<file path="config.mk">
export PLATFORM = sky130hd
export DESIGN_NAME = ipic_ctrl
export DESIGN_NICKNAME = d
export VERILOG_FILES = /design/src/rtl/core/ipic_pkg.sv /design/src/rtl/core/ipic_ctrl.sv
export SDC_FILE = /design/constraint.sdc
export NUM_CORES = 1
export LEC_CHECK = 0
export CORE_AREA = 2 2 39 41
export DETAILED_ROUTE_END_ITERATION = 12
export DIE_AREA = 0 0 41 43
export DONT_BUFFER_PORTS = 1
export HOLD_SLACK_MARGIN = 0.02
export PLACE_DENSITY = 0.37
export SLEW_MARGIN = 20
export SYNTH_ARGS = -nofsm -noshare
export SYNTH_HDL_FRONTEND = slang
export SYNTH_SLANG_ARGS = --single-unit
</file>
<file path="constraint.sdc">
create_clock -name clk -period 3.9 [get_ports clk]
set_input_delay 0.78 -clock clk [delete_from_list [all_inputs] [get_ports clk]]
set_output_delay 0.78 -clock clk [all_outputs]
set_load 0.005 [all_outputs]
</file>
<file path="src/rtl/core/ipic_pkg.sv">
// ----------------------------------------------------------------------------
// IPv4 inbound policy classifier package
// Sizes, codes, item types and controller interface types of the classifier.
// ----------------------------------------------------------------------------
`default_nettype none

package ipic_pkg;

  // Table and SA sizing.
  localparam int POLICY_SLOTS = 64;
  localparam int SA_COUNT     = 1024;
  localparam int SLOT_W       = (POLICY_SLOTS > 1) ? $clog2(POLICY_SLOTS) : 1;
  localparam int FIELD_SLOT_W = 6;
  localparam int FIELD_SA_W   = 10;

  // Item commands.
  localparam logic CMD_CLASSIFY = 1'b0;
  localparam logic CMD_WRITE    = 1'b1;

  // Protocol classes.
  localparam logic [1:0] PROTO_ESP = 2'd0;
  localparam logic [1:0] PROTO_AH  = 2'd1;

  // Verdict codes.
  localparam logic [2:0] V_ESP     = 3'd0;
  localparam logic [2:0] V_AH      = 3'd1;
  localparam logic [2:0] V_BYPASS  = 3'd2;
  localparam logic [2:0] V_DISCARD = 3'd3;
  localparam logic [2:0] V_NOMATCH = 3'd4;
  localparam logic [2:0] V_PASS    = 3'd5;

  // Policy entry kinds.
  typedef enum logic [1:0] {
    KIND_PROTECT = 2'd0,
    KIND_BYPASS  = 2'd1,
    KIND_DISCARD = 2'd2,
    KIND_EMPTY   = 2'd3
  } kind_t;

  // Controller states.
  typedef enum logic [1:0] {
    S_IDLE = 2'd0,
    S_SCAN = 2'd1,
    S_LAST = 2'd2,
    S_DONE = 2'd3
  } state_t;

  // Input item.
  typedef struct packed {
    logic                    cmd;
    logic [FIELD_SLOT_W-1:0] entry_slot;
    logic [1:0]              entry_kind;
    logic                    entry_is_tunnel;
    logic [FIELD_SA_W-1:0]   entry_sa;
    logic [31:0]             src_addr;
    logic [31:0]             dst_addr;
    logic [31:0]             src_addr_end;
    logic [31:0]             dst_addr_end;
    logic [31:0]             spi_value;
    logic [1:0]              proto_class;
    logic                    header_fits;
  } in_item_t;

  // Result item.
  typedef struct packed {
    logic [2:0]              verdict;
    logic                    hit_found;
    logic [FIELD_SLOT_W-1:0] hit_slot;
    logic [FIELD_SA_W-1:0]   hit_sa;
  } out_item_t;

  // One stored policy entry.
  typedef struct packed {
    kind_t                 kind;
    logic                  tunnel;
    logic [FIELD_SA_W-1:0] sa;
    logic [31:0]           src_low;
    logic [31:0]           src_high;
    logic [31:0]           dst_low;
    logic [31:0]           dst_high;
    logic [31:0]           spi;
  } entry_t;

  // Controller to datapath commands.
  typedef struct packed {
    logic start;
    logic wr_en;
    logic scan;
    logic load_out;
  } ctrl_cmd_t;

  // Datapath to controller status.
  typedef struct packed {
    logic is_write;
    logic is_pass;
    logic scan_last;
    logic out_free;
  } dp_status_t;

endpackage

`default_nettype wire

</file>
<file path="src/rtl/core/ipic_ctrl.sv">
// ----------------------------------------------------------------------------
// IPv4 inbound policy classifier controller
// Sequences item acceptance, the table scan and the result hand-off.
// ----------------------------------------------------------------------------
`default_nettype none

module ipic_ctrl (
  input  wire logic                 clk,
  input  wire logic                 rst_n,
  input  wire logic                 in_valid,
  output logic                      in_ready,
  input  wire ipic_pkg::dp_status_t status,
  output ipic_pkg::ctrl_cmd_t       cmd
);

  ipic_pkg::state_t state_r, state_nxt;

  // State register.
  always_ff @(posedge clk) begin
    if (!rst_n) begin
      state_r <= ipic_pkg::S_IDLE;
    end else begin
      state_r <= state_nxt;
    end
  end

  // Next state.
  always_comb begin
    state_nxt = state_r;
    case (state_r)
      ipic_pkg::S_IDLE: begin
        if (in_valid && !status.is_write) begin
          state_nxt = status.is_pass ? ipic_pkg::S_DONE : ipic_pkg::S_SCAN;
        end
      end
      ipic_pkg::S_SCAN: begin
        if (status.scan_last) begin
          state_nxt = ipic_pkg::S_LAST;
        end
      end
      ipic_pkg::S_LAST: begin
        state_nxt = ipic_pkg::S_DONE;
      end
      ipic_pkg::S_DONE: begin
        if (status.out_free) begin
          state_nxt = ipic_pkg::S_IDLE;
        end
      end
      default: begin
        state_nxt = ipic_pkg::S_IDLE;
      end
    endcase
  end

  // Outputs.
  always_comb begin
    in_ready     = 1'b0;
    cmd.start    = 1'b0;
    cmd.wr_en    = 1'b0;
    cmd.scan     = 1'b0;
    cmd.load_out = 1'b0;
    case (state_r)
      ipic_pkg::S_IDLE: begin
        in_ready  = 1'b1;
        cmd.wr_en = in_valid && status.is_write;
        cmd.start = in_valid && !status.is_write;
      end
      ipic_pkg::S_SCAN: begin
        cmd.scan = 1'b1;
      end
      ipic_pkg::S_LAST: begin
        cmd.scan = 1'b0;
      end
      ipic_pkg::S_DONE: begin
        cmd.load_out = status.out_free;
      end
      default: begin
        in_ready = 1'b0;
      end
    endcase
  end

endmodule

`default_nettype wire

</file>
### Word level (Yosys, flattened, before mapping)

Index checks and enable logic that the tools add are counted.

* register bits after elaboration: 2
* output and inout bits: 5
* input bits: 7

* reduce and logical (&&, ||, !) cells: 5
* mux-type cells: 9
* eq/ne operators: 6

Operator list (count)
* $mux W2: 5
* $pmux W2 S4: 1
* $ne A2 B2 Y1 const B: 3
* $eq A2 B2 Y1 const B: 2
* $mux W1: 3
* $reduce_and A3 Y1: 1
* $eq A2 B1 Y1 const B: 1
* $logic_and A1 B1 Y1: 2
* $logic_not A2 Y1: 1
* $logic_not A1 Y1: 1

### Longest topological paths before layout

Gate-level depths: netlist of run 1.

* depth in word-level cells: 4
* mapped depth: 5
* mapped depth without buffers: 5

### Worst setup path before layout of run 1

Ideal clock, no wire load.

* path kind: input to output
* start point: in in_valid
* end point: out cmd[2] (netlist bit)
* data arrival time: 932 ps
* setup slack: 2188 ps
* cell stages on the path: 1
* path through: and3_1

* word-level cells in the longest chain between the ends: 2

Ends and longest elaborated chain
* start, declared: RTL line ipic_ctrl.sv:10 `input wire logic in_valid,`
* $logic_and A1 B1 Y1: RTL line ipic_ctrl.sv:65 `cmd.wr_en = in_valid && status.is_write;`
* $mux W2: RTL line ipic_ctrl.sv:62 `case (state_r)`
* end, declared: RTL line ipic_ctrl.sv:13 `output ipic_pkg::ctrl_cmd_t cmd`

Every way passes these cells.

==> out/qor.yml, run 1 <==
synthesis:
  ys_ff_latch: 2
  postSynthAreaPerCell_um2: 8.60
  synth_warnings: 0
  syn-num-nets: 34
  synth-seq-area-share_pct: 20.3
  synth_cells: 23
  syn_area_um2: 198
  ys_types: 14
detailed_routing:
  wl_um: 396
  num_vias: 172
  drc: 0
  wl_met3_um: 68
  route.detailed.wl_per_inst_um: 9.43
  drt_iter0_markers: 3
  drt-vias-per-instance: 4.10
  drt.antenna.violating_nets: 0
  firstDrtPassIters: 4
  wl_met1_um: 184
  dr_wl_met2_um: 128
  top_layer_used: "met4"
timing:
  maxSlewHeadroom_pct: 70.1
  min_period_ns: 1.95
  finalCritPeriodShare_pct: 50.0
  rsz0062_at_grt: "no"
  worstMarginPinSlew_ns: 0.448
  fin_tns_setup_ns: 0
  max_freq_mhz: 513
  clock_skew_ns: 0.00197
  setup_viol: 0
  maxSlewViolCount: 0
  hold_violations: 0
setup_path:
  cp-end-kind: "primary output"
  crit_path_max_fanout: 6
  reg2reg_depth: 5
  r2r_start: "state_r[0]"
  rr_endpoint: "state_r[0]"
  worst_ep_arrival_time_ns: 1.17
  worst-setup-path-type: "flop to primary output"
  ff2ff_setup_slack_ns: 2.39
  crit_required_ns: 3.12
  cp-start-kind: "flop"
global_routing:
  grt_max_degree: 7
  antenna_found_initial: 0
  grt_pass1_vias: 171
  grt_pass1_wl_um: 621
  grt.total_usage_pct: 6.01
  overflow: 0
cells_and_area:
  layout.cells.most_common_list: "inv_1 (4), ha_1 (4), nand2_1 (3), clkbuf_4 (3), dfxtp_1 (2)"
  regMostFlops: "state_r"
  drive_gt1_share_pct: 19.2
  antenna_cells: 0
  largest_register_ffs: 2
  final_cells: 42
  nNetsFinal: 39
  reg_top3: "state_r (2)"
  syn2layout_area_growth_pct: 21.5
place:
  place_congestion: 0.578
  placedCellCount: 39
  io_buffer_count: 0
clocking:
  clk_pin_slew_ns: 0.03
  worstSkewPairLatency_ns: 0.22
  root_buffer: "clkbuf_4"
  cts_resized: 0
  clock_sinks: 2
  clockBufferDepth: 2
  cts_made_buffers: 3
  cts_tree: "built"
  cts-htree-levels: 1
  post_cts_buffers: 0
  hold_buffers: 0
power_and_ir_drop:
  p_leak_nw: 0.125
  power.density_mw_per_mm2: 761
  peakVddDrop_uv: 225
worst_hold_path:
  holdPathStages: 2
  holdCritStartpoint: "state_r[1]"
  hp-class: "flop to flop"
  hold-path-endpoint: "state_r[1]"
die:
  core_mm2: 0.00138
  die_area_mm2: 0.00176
  die_y_um: 43
  placementRows: 14
  ios: 12
  die_w_um: 41
  start_util_pct: 14.3
flow_run:
  cap_violations: 0
outcome:
  outcome: "complete, no violations"
[cell families after synthesis]
| logic type | after synthesis | synth area share [%] |
|---|---|---|
| AOI/OAI and AO/OA | 3 | 15.8 |
| adders and majority gates | 4 | 25.3 |
| buffers and inverters | 4 | 7.59 |
| DFF | 2 | 20.3 |
| muxes | 2 | 10.8 |
| and+or+nand+nor | 8 | 20.3 |
[worst max-delay path: stages (launching register included)]
cell and delay [ns]:
dfxtp_1 0.37, inv_1 0.08, ha_1 0.28, and3_1 0.22
[synth_stat cells]
cell type,n,area (µm²)
ha_1,4,50.1
inv_1,4,15.0
nand2_1,3,11.3
dfxtp_1,2,40.0
a221o_2,1,11.3
a222oi_1,1,10.0
and2_1,1,6.26
and3_1,1,6.26
mux2_2,1,11.3
mux2i_1,1,10.0
nand2b_1,1,6.26
nor2_1,1,3.75
o211a_1,1,10.0
or2_0,1,6.26
[stage by stage]
step | hold WS (ns) | utilization, % | area, µm² | power (mW) | setup slack (ns)
floorplan | 0.468 | - | 198 | 0.120 | 2.19
global placement | 0.484 | 15.7 | 218 | 0.133 | 2.18
detailed placement | 0.501 | 15.7 | 218 | 0.141 | 2.17
CTS | 0.505 | 17.4 | 240 | 0.189 | 1.93
global route | 0.526 | 17.4 | 240 | 0.207 | 1.83
finish | 0.500 | 17.4 | 240 | 0.183 | 1.95
[worst max path at each step]
| stage | startpoint | endpoint | depth (start not counted) |
|---|---|---|---|
| 6_report | state_r[0] | cmd[2] | 3 |
| 5_1_grt | state_r[1] | cmd[3] | 4 |
| 4_1_cts | state_r[0] | cmd[2] | 3 |
| 3_5_place_dp | state_r[0] | cmd[2] | 3 |
| 3_3_place_gp | in_valid | cmd[2] | 1 |
| 2_1_floorplan | in_valid | cmd[2] | 1 |
[per-layer routing]
| metal | vias to the layer above | global-route usage, % |
|---|---|---|
| met4 | 0 | 8.00 |
| met3 | 2 | 4.19 |
| met1 | 72 | 5.11 |
| met2 | 14 | 7.50 |
| met5 | - | 0 |
| li1 | 84 | - |
[power by group]
part           internal [mW]  total [mW]  switching (mW)  leakage, nW
Clock                 0.0339      0.0451          0.0112       0.0138
Combinational         0.0487      0.0975          0.0488       0.0948
Sequential            0.0307      0.0403         0.00962       0.0165
[area by class of cell]
| class | instances | area [µm²] |
|---|---|---|
| well taps | 16 | 20.0 |
| fillers | 157 | 1140 |
| clock buffers | 3 | 22.5 |
| inverters | 4 | 15.0 |
| flip-flops and latches | 2 | 40.0 |
| multi-input cells | 17 | 143 |
Power figures use the tool's default switching activity.
==> inputs of run 2 (changes only) <==
Settings changed: ABC_AREA from default to 1, PLACE_DENSITY 0.37 to 0.39.
Clock period 3.9 ns to 1.62 ns, I/O delays scaled along.
==> out/qor.yml, run 2 <==
power_and_ir_drop:
  pwr-share-comb_pct: 56.4
  total_power_uw: 480
  power.density_mw_per_mm2: 1890
  seq_power_share_pct: 21.2
  internal_power_uw: 265
  p_leak_nw: 0.151
  pwr-share-clk_pct: 22.5
  power.switching_uw: 215
  peakVddDrop_uv: 603
  swShare_pct: 44.8
timing:
  setup_viol: 0
  worstMarginPinSlew_ns: 0.228
  finalCritPeriodShare_pct: 90.5
  fin_ws_ns: 0.154
  rsz0062_at_grt: "no"
  holdWs_ns: 0.223
  maxSlewHeadroom_pct: 84.7
  min_period_ns: 1.47
  clock_skew_ns: 0.00121
  maxSlewViolCount: 0
  hold_violations: 0
  max_freq_mhz: 682
  fin_tns_setup_ns: 0
synthesis:
  ys_types: 9
  synth_most_common_cell: "inv_1"
  ys_async_sr_fraction_pct: 0
  synth_cells: 36
  synth_area_leader_cell: "ha_1"
  syn-num-nets: 47
  synth_area_leaders: "ha_1 (24%), dfxtp_1 (19%), inv_1 (18%)"
  ys.flop_type: "dfxtp_1"
  syn_area_um2: 209
  postSynthAreaPerCell_um2: 5.80
  synth-seq-area-share_pct: 19.2
  synth_warnings: 0
  synth.top_cell.area_share_pct: 24.0
  ys_ff_latch: 2
  synthTopCellsByCount: "inv_1 (10), nand2_1 (9), nor2_1 (6)"
  synth_edf_count: 0
global_routing:
  grt_pass1_wl_um: 765
  overflow: 0
  grt_max_degree: 7
  grt_pass1_vias: 202
  antenna_found_initial: 0
  grt.total_usage_pct: 6.61
place:
  placedCellCount: 52
  place_congestion: 0.665
  pre_cts_ws_ns: 0.308
  io_buffer_count: 0
  dp_hpwl_um: 339
  place_area_um2: 229
detailed_routing:
  drc: 0
  drt_iter0_markers: 1
  num_vias: 202
  route.detailed.wl_per_inst_um: 7.80
  firstDrtPassIters: 3
  wl_um: 429
  drt-vias-per-instance: 3.67
  drt.antenna.violating_nets: 0
cells_and_area:
  fin_area_um2: 254
  final_cells: 55
  regMostFlops: "state_r"
  multiInputGateArea_um2: 134
  antenna_cells: 0
  reg_top3: "state_r (2)"
  syn2layout_area_growth_pct: 21.6
  largest_register_ffs: 2
  fillCellCount: 164
  drive_gt1_share_pct: 10.3
  nNetsFinal: 52
  layout_commonest_cell: "inv_1"
  post-route-util_pct: 18.4
  layout.cells.most_common_list: "inv_1 (10), nand2_1 (9), nor2_1 (6)"
  seqCellArea_um2: 40.0
setup_path:
  worst-setup-path-type: "flop to primary output"
  worst_ep_arrival_time_ns: 1.14
  cp-end-kind: "primary output"
  crit_path_max_fanout: 6
  cp-start-kind: "flop"
  ff2ff_setup_slack_ns: 0.43
  crit_required_ns: 1.30
die:
  die_area_mm2: 0.00176
  core_mm2: 0.00138
  die_w_um: 41
  die_y_um: 43
  start_util_pct: 15.1
  placementRows: 14
  ios: 12
clocking:
  root_buffer: "clkbuf_4"
  clock_sinks: 2
  clk_pin_slew_ns: 0.03
  clockBufferDepth: 2
  cts_made_buffers: 3
  worstSkewPairLatency_ns: 0.22
  post_cts_buffers: 0
  cts-htree-levels: 1
  cts_tree: "built"
worst_hold_path:
  hp-class: "input pin to flop"
flow_run:
  cap_violations: 0
outcome:
  outcome: "complete, no violations"
==> run 2: changes by cell type after synthesis, sizes merged, moves of 2 or more <==
cell,before,now
inv,4,10
a21oi,0,2
nor2,1,6
nand2,3,9
==> run 2: cell families (layout without fill, tap and decap cells) <==
kind of cell	after synthesis	in the layout	share of synthesized area [%]
adders and majority gates	4	4	24.0
AOI/OAI and AO/OA	3	3	7.18
DFF	2	2	19.2
buffers and inverters	10	13	18.0
and+or+nand+nor	17	17	31.7
==> run 2: final timing paths <==
| check | start | depth (start not counted) | to |
|---|---|---|---|
| max | state_r[0] | 4 | cmd[3] |
| min | rst_n | 2 | state_r[1] |
| max reg2reg | state_r[0] | 8 | state_r[1] |
| min reg2reg | state_r[0] | 2 | state_r[0] |
==> run 2: routing by layer <==
layer	routed length, µm	GRT usage, %	share of wire, %	up-vias
li1	-	-	-	111
met1	186	7.96	43	87
met2	214	8.13	50	4
met3	28	3.14	6.5	0
met4	0	6.00	0	0
met5	0	0	0	-
==> run 2: worst max-delay path: stages (launching register included) <==
cell and delay [ns]:
dfxtp_1 0.33, inv_1 0.09, ha_2 0.24, inv_1 0.07, nor3_1 0.19
==> run 2: power by group through the flow <==
stage	clock network [mW]	logic (mW)	registers [mW]
3_3_place_gp	0	0.271	0.102
2_1_floorplan	0	0.223	0.0959
5_1_grt	0.121	0.322	0.108
6_report	0.108	0.271	0.102
4_1_cts	0.117	0.272	0.102
3_5_place_dp	0	0.270	0.103
==> run 2: final cells by class <==
type	count	share of cell area, %
multi-input cells	24	52.7
flip-flops and latches	2	15.8
inverters	10	14.8
well taps	16	7.88
clock buffers	3	8.87
==> run 2: what timing repair did <==
item / CTS / global route
resized for setup: 0 / 1
endpoints found under the setup margin: 0 / 1
hold buffers: 0 / 0
==> inputs of run 3 (changes only) <==
Settings changed: PLACE_DENSITY 0.39 to default, PLACE_DENSITY_LB_ADDON from default to 0.12.
==> out/qor.yml, run 3 (same netlist as run 2, synthesis figures left out) <==
clocking:
  cts_made_buffers: 3
  post_cts_buffers: 0
  worstSkewPairLatency_ns: 0.22
  clock_sinks: 2
  clockBufferDepth: 2
  clk_pin_slew_ns: 0.03
  cts_tree: "built"
  cts-htree-levels: 1
  root_buffer: "clkbuf_4"
detailed_routing:
  wl_um: 458
  drt_iter0_markers: 2
  drc: 0
  firstDrtPassIters: 3
  drt.antenna.violating_nets: 0
  drt-vias-per-instance: 3.89
  num_vias: 214
  route.detailed.wl_per_inst_um: 8.33
setup_path:
  cp-start-kind: "flop"
  ff2ff_setup_slack_ns: 0.41
  path_common_cell: "inv_1"
  cp.depth: 4
  critical_path_buf_inv_count: 2
  worst_ep_arrival_time_ns: 1.15
  rr_endpoint: "state_r[1]"
  path_cells: "inv_1 > ha_2 > inv_1 > nor3_1"
  critPathMaxStageDelay_ns: 0.34
  cp_top_family: "flip-flops"
  reg2reg_depth: 8
  r2r_start: "state_r[0]"
  critical_path.slowest_cell: "dfxtp_1"
  crit_path_end: "cmd[3]"
  cp-end-kind: "primary output"
  worstSetupStartpoint: "state_r[0]"
  crit_path_max_fanout: 6
  crit_required_ns: 1.30
  worst-setup-path-type: "flop to primary output"
global_routing:
  grt_pass1_wl_um: 779
  grt_max_degree: 7
  overflow: 0
  grt_pass1_vias: 234
  grt.total_usage_pct: 7.01
  antenna_found_initial: 0
timing:
  maxSlewViolCount: 0
  clock_skew_ns: 0.000465
  fin_tns_setup_ns: 0
  maxSlewHeadroom_pct: 84.4
  worstMarginPinSlew_ns: 0.232
  setup_viol: 0
  min_period_ns: 1.48
  finalCritPeriodShare_pct: 91.1
  rsz0062_at_grt: "no"
  hold_violations: 0
  max_freq_mhz: 678
outcome:
  outcome: "complete, no violations"
die:
  die_w_um: 41
  ios: 12
  start_util_pct: 15.1
  die_y_um: 43
  die_area_mm2: 0.00176
  core_mm2: 0.00138
  placementRows: 14
place:
  io_buffer_count: 0
  dp_hpwl_um: 372
  place_area_um2: 229
  place_congestion: 0.698
cells_and_area:
  largest_register_ffs: 2
  syn2layout_area_growth_pct: 21.6
  layout_commonest_cell: "inv_1"
  post-route-util_pct: 18.4
  fin_area_um2: 254
  antenna_cells: 0
  regMostFlops: "state_r"
  drive_gt1_share_pct: 10.3
  reg_top3: "state_r (2)"
  layout.cells.most_common_list: "inv_1 (10), nand2_1 (9), nor2_1 (6)"
  nNetsFinal: 52
power_and_ir_drop:
  p_leak_nw: 0.151
  power.density_mw_per_mm2: 1900
  peakVddDrop_uv: 329
flow_run:
  cap_violations: 0
worst_hold_path:
  hp-class: "input pin to flop"
==> run 3: cell counts in the layout (fill, tap and decap cells not counted) <==
No cell type changed its count.
==> run 3: how the worst min path moves through the flow <==
stage | from | endpoint | slack, ns | cells after the start
finish | rst_n | state_r[1] | 0.23 | 2
global route | rst_n | state_r[0] | 0.23 | 2
CTS | rst_n | state_r[1] | 0.22 | 2
detailed placement | rst_n | state_r[1] | 0.46 | 2
global placement | rst_n | state_r[0] | 0.45 | 2
floorplan | rst_n | state_r[1] | 0.44 | 2
==> run 3: worst reg2reg max path, cell delays in order, from the launching register on <==
cell     delay [ns]
dfxtp_1        0.39
inv_1          0.09
ha_2           0.27
inv_1          0.05
nor2_1         0.03
nor2_1         0.09
nand3_1        0.08
nand2_1        0.06
nor2_1         0.03
==> run 3: through the flow <==
stage | worst slack, ns | std cells | hold slack (ns) | power, mW
final | 0.145 | 55 | 0.226 | 0.483
after CTS | 0.0713 | 55 | 0.217 | 0.492
after detailed placement | 0.322 | 52 | 0.455 | 0.373
after floorplan | 0.437 | 36 | 0.445 | 0.318
after global routing | 0.0655 | 55 | 0.228 | 0.569
after global placement | 0.322 | 52 | 0.455 | 0.377
==> run 3: area by class of cell <==
cell class                 instances  area [µm²]
tap                               16        20.0
inverter                          10        37.5
clock buffer                       3        22.5
sequential                         2        40.0
multi-input combinational         24         134
fill                             166        1130
==> run 3: repair_timing <==
action	4_1_cts	5_1_grt
gates resized for setup	0	1
hold buffers	0	0
endpoints found under the setup margin	0	1
endpoints found under the hold margin	0	0
==> run 3: where the power goes <==
| group | internal (mW) | total, mW | switching [mW] |
|---|---|---|---|
| combinational | 0.107 | 0.271 | 0.164 |
| clock | 0.0815 | 0.108 | 0.0265 |
| sequential | 0.0753 | 0.104 | 0.0288 |
==> run 3: metal layers <==
metal / vias to the layer above / part of all wire (%) / global-route usage (%)
li1: 113 / - / -
met1: 93 / 43 / 7.35
met2: 8 / 52 / 9.06
met3: 0 / 5.0 / 1.57
met4: 0 / 0 / 10.0
met5: - / 0 / 0
